[config.mk]
export PLATFORM = sky130hd
export DESIGN_NAME = strict_priority_multi_queue_flat
export DESIGN_NICKNAME = d
export VERILOG_FILES = /design/src/spmq_pkg.sv /design/src/spmq_req_if.sv /design/src/spmq_rsp_if.sv /design/src/spmq_ram.sv /design/src/spmq_ctrl.sv /design/src/spmq_datapath.sv /design/src/strict_priority_multi_queue.sv /design/src/flat_wrapper.sv
export SDC_FILE = /design/constraint.sdc
export NUM_CORES = 1
export LEC_CHECK = 0
export CAP_MARGIN = 40
export CORE_MARGIN = 2
export CORE_UTILIZATION = 55
export CTS_CLUSTER_SIZE = 8
export DETAILED_ROUTE_END_ITERATION = 8
export DONT_BUFFER_PORTS = 1
export PLACE_DENSITY = 0.7
export SLEW_MARGIN = 5
export SYNTH_ARGS = -nofsm -noshare
export SYNTH_HDL_FRONTEND = slang
export SYNTH_SLANG_ARGS = --single-unit
[constraint.sdc]
create_clock -name clock -period 8.85 [get_ports clock]
set_input_delay 0.885 -clock clock [delete_from_list [all_inputs] [get_ports clock]]
set_output_delay 0.885 -clock clock [all_outputs]
set_load 0.01 [all_outputs]
[src/spmq_pkg.sv]
`timescale 1ns / 1ps
package spmq_pkg;

   // request opcodes
   localparam logic FUNC_INSERT = 1'b0;
   localparam logic FUNC_REMOVE = 1'b1;

   // response status codes
   localparam logic [1:0] ST_OK       = 2'd0;
   localparam logic [1:0] ST_FULL     = 2'd1;
   localparam logic [1:0] ST_EMPTY    = 2'd2;
   localparam logic [1:0] ST_BADLEVEL = 2'd3;

   // controller states
   typedef enum logic [1:0] {
      S_IDLE,
      S_EXEC,
      S_READ
   } state_type;

   // controller to datapath
   typedef struct packed {
      logic capture;   // latch the accepted request
      logic commit;    // apply the request to the queue state
      logic load_rsp;  // fill the output register
      logic from_ram;  // response carries a popped word
   } cmd_type;

   // datapath to controller
   typedef struct packed {
      logic needs_read;  // remove that found a non-empty level
      logic out_free;    // output register can take a new item
   } stat_type;

endpackage

[src/spmq_req_if.sv]
`timescale 1ns / 1ps
interface spmq_req_if;
   logic        valid;
   logic        ready;
   logic        func;
   logic [1:0]  level;
   logic signed [31:0] value;

   modport source (output valid, output func, output level, output value, input ready);
   modport sink   (input valid, input func, input level, input value, output ready);
endinterface

[src/spmq_rsp_if.sv]
`timescale 1ns / 1ps
interface spmq_rsp_if;
   logic        valid;
   logic        ready;
   logic [1:0]  status;
   logic signed [31:0] out_value;
   logic [1:0]  served_level;

   modport source (output valid, output status, output out_value, output served_level,
                   input ready);
   modport sink   (input valid, input status, input out_value, input served_level,
                   output ready);
endinterface

[src/spmq_ram.sv]
`timescale 1ns / 1ps
module spmq_ram #(
   parameter int WIDTH = 32,
   parameter int DEPTH = 32
) (
   input  logic                     clock,
   input  logic                     we,
   input  logic [$clog2(DEPTH)-1:0] waddr,
   input  logic [WIDTH-1:0]         wdata,
   input  logic                     re,
   input  logic [$clog2(DEPTH)-1:0] raddr,
   output logic [WIDTH-1:0]         rdata
);

   logic [WIDTH-1:0] mem_ff [DEPTH];
   logic [WIDTH-1:0] rdata_ff;

   always_ff @(posedge clock) begin
      if (we) begin
         mem_ff[waddr] <= wdata;
      end
      if (re) begin
         rdata_ff <= mem_ff[raddr];
      end
   end

   assign rdata = rdata_ff;

endmodule

[src/spmq_ctrl.sv]
`timescale 1ns / 1ps
module spmq_ctrl
   import spmq_pkg::*;
(
   input  logic     clock,
   input  logic     reset,
   input  logic     req_valid,
   output logic     req_ready,
   input  stat_type stat,
   output cmd_type  cmd
);

   state_type state_ff, state_in;

   // state register
   always_ff @(posedge clock) begin
      if (reset) begin
         state_ff <= S_IDLE;
      end else begin
         state_ff <= state_in;
      end
   end

   // next state and commands
   always_comb begin
      state_in  = state_ff;
      req_ready = 1'b0;
      cmd       = '0;
      case (state_ff)
         S_IDLE: begin
            req_ready = 1'b1;
            if (req_valid) begin
               cmd.capture = 1'b1;
               state_in    = S_EXEC;
            end
         end
         S_EXEC: begin
            if (stat.needs_read) begin
               // pop: start the slot read, answer once data is back
               cmd.commit = 1'b1;
               state_in   = S_READ;
            end else if (stat.out_free) begin
               cmd.commit   = 1'b1;
               cmd.load_rsp = 1'b1;
               state_in     = S_IDLE;
            end
         end
         S_READ: begin
            if (stat.out_free) begin
               cmd.load_rsp = 1'b1;
               cmd.from_ram = 1'b1;
               state_in     = S_IDLE;
            end
         end
         default: begin
            state_in = S_IDLE;
         end
      endcase
   end

endmodule

[src/spmq_datapath.sv]
`timescale 1ns / 1ps
module spmq_datapath
   import spmq_pkg::*;
#(
   parameter int DEPTH  = 8,
   parameter int LEVELS = 3
) (
   input  logic               clock,
   input  logic               reset,
   input  cmd_type            cmd,
   output stat_type           stat,
   input  logic               req_func,
   input  logic [1:0]         req_level,
   input  logic signed [31:0] req_value,
   output logic               rsp_valid,
   input  logic               rsp_ready,
   output logic [1:0]         rsp_status,
   output logic signed [31:0] rsp_out_value,
   output logic [1:0]         rsp_served_level
);

   localparam int CW = $clog2(DEPTH + 1);   // counters hold 0..DEPTH
   localparam int SW = $clog2(DEPTH);       // slot within a level
   localparam int LW = (LEVELS > 1) ? $clog2(LEVELS) : 1;
   localparam int AW = LW + SW;

   // captured request
   logic               func_ff;
   logic [1:0]         level_ff;
   logic signed [31:0] value_ff;

   // per-level pointers
   logic [CW-1:0] head_ff [LEVELS];
   logic [CW-1:0] head_in [LEVELS];
   logic [CW-1:0] fill_ff [LEVELS];
   logic [CW-1:0] fill_in [LEVELS];

   logic [LW-1:0] pop_level_ff;

   // output register
   logic               rsp_valid_ff;
   logic [1:0]         rsp_status_ff;
   logic signed [31:0] rsp_value_ff;
   logic [1:0]         rsp_level_ff;

   logic          is_insert;
   logic          bad_level;
   logic          level_full;
   logic [LW-1:0] ins_idx;
   logic          found;
   logic [LW-1:0] pop_idx;
   logic          do_write;
   logic          do_read;
   logic [1:0]    stat_comb;
   logic [1:0]    level_comb;
   logic [AW-1:0] waddr;
   logic [AW-1:0] raddr;
   logic [31:0]   rdata;

   // request capture
   always_ff @(posedge clock) begin
      if (cmd.capture) begin
         func_ff  <= req_func;
         level_ff <= req_level;
         value_ff <= req_value;
      end
   end

   // insert checks
   assign is_insert  = (func_ff == FUNC_INSERT);
   assign bad_level  = (32'(level_ff) >= LEVELS);
   assign ins_idx    = LW'(level_ff);
   assign level_full = (fill_ff[ins_idx] == CW'(DEPTH));

   // first non-empty level, lowest index wins
   always_comb begin
      found   = 1'b0;
      pop_idx = '0;
      for (int i = LEVELS - 1; i >= 0; i--) begin
         if (head_ff[i] != fill_ff[i]) begin
            found   = 1'b1;
            pop_idx = LW'(i);
         end
      end
   end

   assign stat.needs_read = !is_insert && found;
   assign stat.out_free   = !rsp_valid_ff || rsp_ready;

   assign do_write = cmd.commit && is_insert && !bad_level && !level_full;
   assign do_read  = cmd.commit && !is_insert && found;

   // answer for everything that does not pop
   always_comb begin
      if (!is_insert) begin
         stat_comb  = ST_EMPTY;
         level_comb = 2'd0;
      end else if (bad_level) begin
         stat_comb  = ST_BADLEVEL;
         level_comb = 2'd0;
      end else if (level_full) begin
         stat_comb  = ST_FULL;
         level_comb = level_ff;
      end else begin
         stat_comb  = ST_OK;
         level_comb = level_ff;
      end
   end

   // pointer updates
   always_comb begin
      for (int i = 0; i < LEVELS; i++) begin
         head_in[i] = head_ff[i];
         fill_in[i] = fill_ff[i];
         if (do_write && ins_idx == LW'(i)) begin
            fill_in[i] = fill_ff[i] + CW'(1);
         end
         if (do_read && pop_idx == LW'(i)) begin
            head_in[i] = head_ff[i] + CW'(1);
         end
      end
   end

   always_ff @(posedge clock) begin
      if (reset) begin
         for (int i = 0; i < LEVELS; i++) begin
            head_ff[i] <= '0;
            fill_ff[i] <= '0;
         end
      end else begin
         for (int i = 0; i < LEVELS; i++) begin
            head_ff[i] <= head_in[i];
            fill_ff[i] <= fill_in[i];
         end
      end
   end

   always_ff @(posedge clock) begin
      if (do_read) begin
         pop_level_ff <= pop_idx;
      end
   end

   // slot storage, level-major addressing
   assign waddr = {ins_idx, fill_ff[ins_idx][SW-1:0]};
   assign raddr = {pop_idx, head_ff[pop_idx][SW-1:0]};

   spmq_ram #(
      .WIDTH (32),
      .DEPTH (1 << AW)
   ) u_slots (
      .clock (clock),
      .we    (do_write),
      .waddr (waddr),
      .wdata (value_ff),
      .re    (do_read),
      .raddr (raddr),
      .rdata (rdata)
   );

   // output register
   always_ff @(posedge clock) begin
      if (reset) begin
         rsp_valid_ff <= 1'b0;
      end else if (cmd.load_rsp) begin
         rsp_valid_ff <= 1'b1;
      end else if (rsp_ready) begin
         rsp_valid_ff <= 1'b0;
      end
   end

   always_ff @(posedge clock) begin
      if (cmd.load_rsp) begin
         if (cmd.from_ram) begin
            rsp_status_ff <= ST_OK;
            rsp_value_ff  <= rdata;
            rsp_level_ff  <= 2'(pop_level_ff);
         end else begin
            rsp_status_ff <= stat_comb;
            rsp_value_ff  <= '0;
            rsp_level_ff  <= level_comb;
         end
      end
   end

   assign rsp_valid        = rsp_valid_ff;
   assign rsp_status       = rsp_status_ff;
   assign rsp_out_value    = rsp_value_ff;
   assign rsp_served_level = rsp_level_ff;

endmodule

[src/strict_priority_multi_queue.sv]
`timescale 1ns / 1ps
// Strict-priority queue set: LEVELS linear queues of DEPTH words each, level 0
// highest. An insert appends to the named level (status full once that level has
// written its last slot, bad level for codes at or above LEVELS); a remove pops the
// head of the lowest-numbered non-empty level and returns the word and level, or
// reports all empty. Popped slots are not reused until reset. One request is worked
// on at a time: an insert, a rejected request or an empty remove goes through the
// controller's accept and execute states, a successful remove also through a read
// state for the registered read port of the slot memory. The response sits in an
// output register, so a new request is accepted while the previous response waits.
// Storage needs no clearing after reset; the pointers reset at once.
module strict_priority_multi_queue
   import spmq_pkg::*;
#(
   parameter int DEPTH  = 8,
   parameter int LEVELS = 3
) (
   input  logic       clock,
   input  logic       reset,
   spmq_req_if.sink   req_bus,
   spmq_rsp_if.source rsp_bus
);

   cmd_type  cmd;
   stat_type stat;
   logic     ready;

   spmq_ctrl u_ctrl (
      .clock     (clock),
      .reset     (reset),
      .req_valid (req_bus.valid),
      .req_ready (ready),
      .stat      (stat),
      .cmd       (cmd)
   );

   spmq_datapath #(
      .DEPTH  (DEPTH),
      .LEVELS (LEVELS)
   ) u_datapath (
      .clock            (clock),
      .reset            (reset),
      .cmd              (cmd),
      .stat             (stat),
      .req_func         (req_bus.func),
      .req_level        (req_bus.level),
      .req_value        (req_bus.value),
      .rsp_valid        (rsp_bus.valid),
      .rsp_ready        (rsp_bus.ready),
      .rsp_status       (rsp_bus.status),
      .rsp_out_value    (rsp_bus.out_value),
      .rsp_served_level (rsp_bus.served_level)
   );

   assign req_bus.ready = ready;

endmodule

[src/flat_wrapper.sv]
// flat-port wrapper written by rule: the top's interface ports become plain ports
module strict_priority_multi_queue_flat import spmq_pkg::*;
#(
   parameter int DEPTH  = 8,
   parameter int LEVELS = 3
)
  (clock, reset, req_bus_valid, req_bus_func, req_bus_level, req_bus_value, req_bus_ready, rsp_bus_valid, rsp_bus_status, rsp_bus_out_value, rsp_bus_served_level, rsp_bus_ready);
  spmq_req_if req_bus_i ();
  spmq_rsp_if rsp_bus_i ();
  input  logic clock;
  input  logic reset;
  input wire logic [$bits(req_bus_i.valid)-1:0] req_bus_valid;
  input wire logic [$bits(req_bus_i.func)-1:0] req_bus_func;
  input wire logic [$bits(req_bus_i.level)-1:0] req_bus_level;
  input wire logic [$bits(req_bus_i.value)-1:0] req_bus_value;
  output wire logic [$bits(req_bus_i.ready)-1:0] req_bus_ready;
  output wire logic [$bits(rsp_bus_i.valid)-1:0] rsp_bus_valid;
  output wire logic [$bits(rsp_bus_i.status)-1:0] rsp_bus_status;
  output wire logic [$bits(rsp_bus_i.out_value)-1:0] rsp_bus_out_value;
  output wire logic [$bits(rsp_bus_i.served_level)-1:0] rsp_bus_served_level;
  input wire logic [$bits(rsp_bus_i.ready)-1:0] rsp_bus_ready;
  assign req_bus_i.valid = req_bus_valid;
  assign req_bus_i.func = req_bus_func;
  assign req_bus_i.level = req_bus_level;
  assign req_bus_i.value = req_bus_value;
  assign req_bus_ready = req_bus_i.ready;
  assign rsp_bus_valid = rsp_bus_i.valid;
  assign rsp_bus_status = rsp_bus_i.status;
  assign rsp_bus_out_value = rsp_bus_i.out_value;
  assign rsp_bus_served_level = rsp_bus_i.served_level;
  assign rsp_bus_i.ready = rsp_bus_ready;
  strict_priority_multi_queue #(.DEPTH(DEPTH), .LEVELS(LEVELS)) u_core (.clock(clock), .reset(reset), .req_bus(req_bus_i), .rsp_bus(rsp_bus_i));
endmodule
==> flow_summary.yaml <==
yosys:
  yosysSeqAreaShare_pct: 75.36
  synthArstFlopShare_pct: 0
  yosys-top-cells-area: "edfxtp_1 74%, nand2_1 5.3%, mux2i_1 3.6%"
  synth_edf_count: 873
  ys.flop_type: "edfxtp_1"
  avgSynthCellArea_sq_um: 14.55
  yosysTopAreaCell: "edfxtp_1"
  yosys.area.top_type_share_pct: 73.73
  yosysWarnings: 0
  synthesis.area_sq_um: 35560
  ys_types: 52
  syn-num-nets: 2493
  synth_cells: 2444
  ys_ff_latch: 902
critical_path:
  r2r.worst_path.cells: 14
  worstSetupEndpointType: "register"
  start_kind: "register"
  critical_path_class: "reg2reg"
  cp.required_ns: 9.28
  worstPathArrival_ns: 5.33
  crit_fanout: 38
  timing.rr.end: "u_core.u_datapath.u_slots.rdata[23]"
  reg2reg_setup_slack_ns: 3.95
  r2r_start: "u_core.u_datapath.head_ff[0][1]"
floorplan:
  coreArea_sq_um: 64230
  fp.dieArea_sq_um: 66700
  row_count: 93
  start_util_pct: 55.36
  io_pins: 77
  die_h_um: 258.3
  die_w_um: 258.3
timing:
  finalHoldViolCount: 0
  fmax_mhz: 204.2
  relSlewSlack_pct: 33.38
  fin_tns_setup_ns: 0
  finalClockSkew_ns: 0.02669
  finalCritPeriodShare_pct: 55.33
  setup_viol: 0
  rsz0062_at_grt: "no"
  slew_violations: 0
  period_needed_ns: 4.897
  worst_pin_slew_ns: 0.9993
cts:
  cts_sinks: 902
  cts_root_buffer: "clkbuf_16"
  cts_htree_levels: 4
  clk_latency_ns: 0.72
  cts_buffers: 130
  cts_tree: "built"
  clockBufferDepth: 3
  cts_resized: 0
  holdBufCountCts: 0
  clk_pin_slew_ns: 0.05
  postCtsSetupRepairBufs: 0
routing:
  drc: 0
  totalWireLength_mm: 91.91
  viasPerCell: 6.414
  firstDrtPassIters: 6
  vias: 21525
  first_iter_violations: 2999
  ant_nets: 0
  wl_per_cell_um: 27.39
min_path:
  hp-start: "reset"
  hold_path.class: "in2reg"
  min_path_cells: 1
  hold_end: "u_core.u_datapath.rsp_valid"
final_layout:
  layout.nets: 2529
  synthToLayoutAreaGrowth_pct: 13.64
  final_cell_mix: "873 x edfxtp_1, 504 x nand2_1, 222 x nand3_1"
  layout-drive-gt1-share_pct: 10.08
  mostFrequentLayoutCell: "edfxtp_1"
  utilization_pct: 62.91
  num_antenna_cells: 0
global_route:
  gr-total-overflow: 0
  track_usage_pct: 27.88
  grt_pass1_vias: 21384
  antenna_found_initial: 4
  grt_max_degree: 129
  top_usage_layer: "met2"
  grt_first_pass_wirelength_mm: 135.4
  globalRouteMet3Util_pct: 5.947
  met2_usage_pct: 43.50
  globalRouteMet1Util_pct: 38.59
power_and_ir_drop:
  leakagePower_nw: 14.05
  vdd_drop_max_mv: 0.2091
  power_density_nw_per_um2: 235.4
placed_design:
  gp_congestion: 0.7976
  port_buffers: 0
  dp_hpwl_mm: 47.38
job:
  maxCapViolCount: 0
status:
  status: "completed"
worst max-delay path by stage:
| stage | cells past startpoint | start | to |
|---|---|---|---|
| floorplan | 4 | rsp_bus_ready | u_core.u_datapath.u_slots.mem_ff[0][0] |
| global placement | 12 | u_core.u_datapath.head_ff[0][1] | u_core.u_datapath.u_slots.rdata[22] |
| detailed placement | 11 | u_core.u_datapath.head_ff[0][1] | u_core.u_datapath.u_slots.rdata[31] |
| CTS | 11 | u_core.u_datapath.head_ff[0][1] | u_core.u_datapath.u_slots.rdata[31] |
| global route | 11 | u_core.u_datapath.head_ff[0][1] | u_core.u_datapath.u_slots.rdata[26] |
| finish | 14 | u_core.u_datapath.head_ff[0][1] | u_core.u_datapath.u_slots.rdata[23] |
routing by layer:
layer	routed length, um	up-vias	share of wire (%)
met5	0	-	0
met4	3222	0	3.5
met3	8900	224	9.7
met2	43230	1260	47
met1	36550	10728	40
li1	-	9313	-
logic make-up (layout without fill, tap and decap cells):
logic type               after synthesis  after routing  synth area share, %
buffers and inverters                170            227                2.037
AND/OR/NAND/NOR                      962            962                12.42
adder cells (fa/ha/maj)               10             10               0.3519
XOR/XNOR                              26             26               0.6404
multiplexers                         155            155                4.455
flip-flops                           902            902                75.36
AO/OA/AOI/OAI                        219            219                4.736
synth_stat cells (4+ instances only):
cell and n:
buf_2 39, inv_1 11, o2111ai_1 23, nor2_1 53, o21ai_1 11, and2_1 22, and3_1 33, dfxtp_1 29
buf_1 13, a41oi_1 24, nand3_1 224, o21ai_0 23, nand3b_1 46, nand2_1 504, a211oi_1 9, or3_1 7
o22ai_1 8, nand4_1 56, clkbuf_1 101, edfxtp_1 873, o221ai_1 25, xor2_1 15, a221oi_1 9, mux2i_1 129
a32oi_1 8, a31oi_1 33, xnor2_1 11, mux2_1 23, ha_1 10, a221o_1 23, a21oi_1 11, buf_6 4
sequential cells by signal, summed over array words and instances, names as in the netlist, 12 cells and up, named ones only:
| register | count |
|---|---|
| u_core.u_datapath.u_slots.mem_ff | 768 |
| u_core.u_datapath.rsp_out_value | 32 |
| u_core.u_datapath.u_slots.rdata | 32 |
| u_core.u_datapath.value_ff | 32 |
| u_core.u_datapath.fill_ff | 12 |
| u_core.u_datapath.head_ff | 12 |
stage by stage:
step	setup WS (ns)	area, sq um	power, mW	instances	hold WS [ns]
after floorplan	3.846	35560	5.058	2444	0.4695
after CTS	4.010	40380	9.549	3355	0.2001
after detailed placement	4.046	36850	5.198	3202	0.4865
after global placement	3.799	36670	5.175	3195	0.4781
final	3.953	40410	9.513	3356	0.2436
after global routing	3.778	40410	9.755	3356	0.2063
final cells by class:
type | instances | area (sq um)
sequential | 902 | 26800
fill | 4506 | 23820
multi-input combinational | 1372 | 8324
clock buffer | 142 | 3405
tap | 855 | 1070
timing repair buffer | 63 | 643.1
clock inverter | 11 | 128.9
inverter | 11 | 41.29
power by group:
part	internal [mW]	switching [mW]
registers	4.76	0.0814
clock network	2.69	1.70
logic	0.0936	0.196
total	7.54	1.97
worst max-delay path: stages (launching register included):
cell and delay (ns):
dfxtp_1 0.51, xor2_1 0.16, or4_1 0.53, buf_4 0.30, a21oi_4 0.16, buf_4 0.38
buf_16 0.31, o221ai_4 0.16, buf_4 0.29, nor2_4 0.46, buf_16 0.23, buf_4 0.50
nand3_1 0.16, a32oi_1 0.26, o22ai_1 0.09
Power figures use the tool's default switching activity.
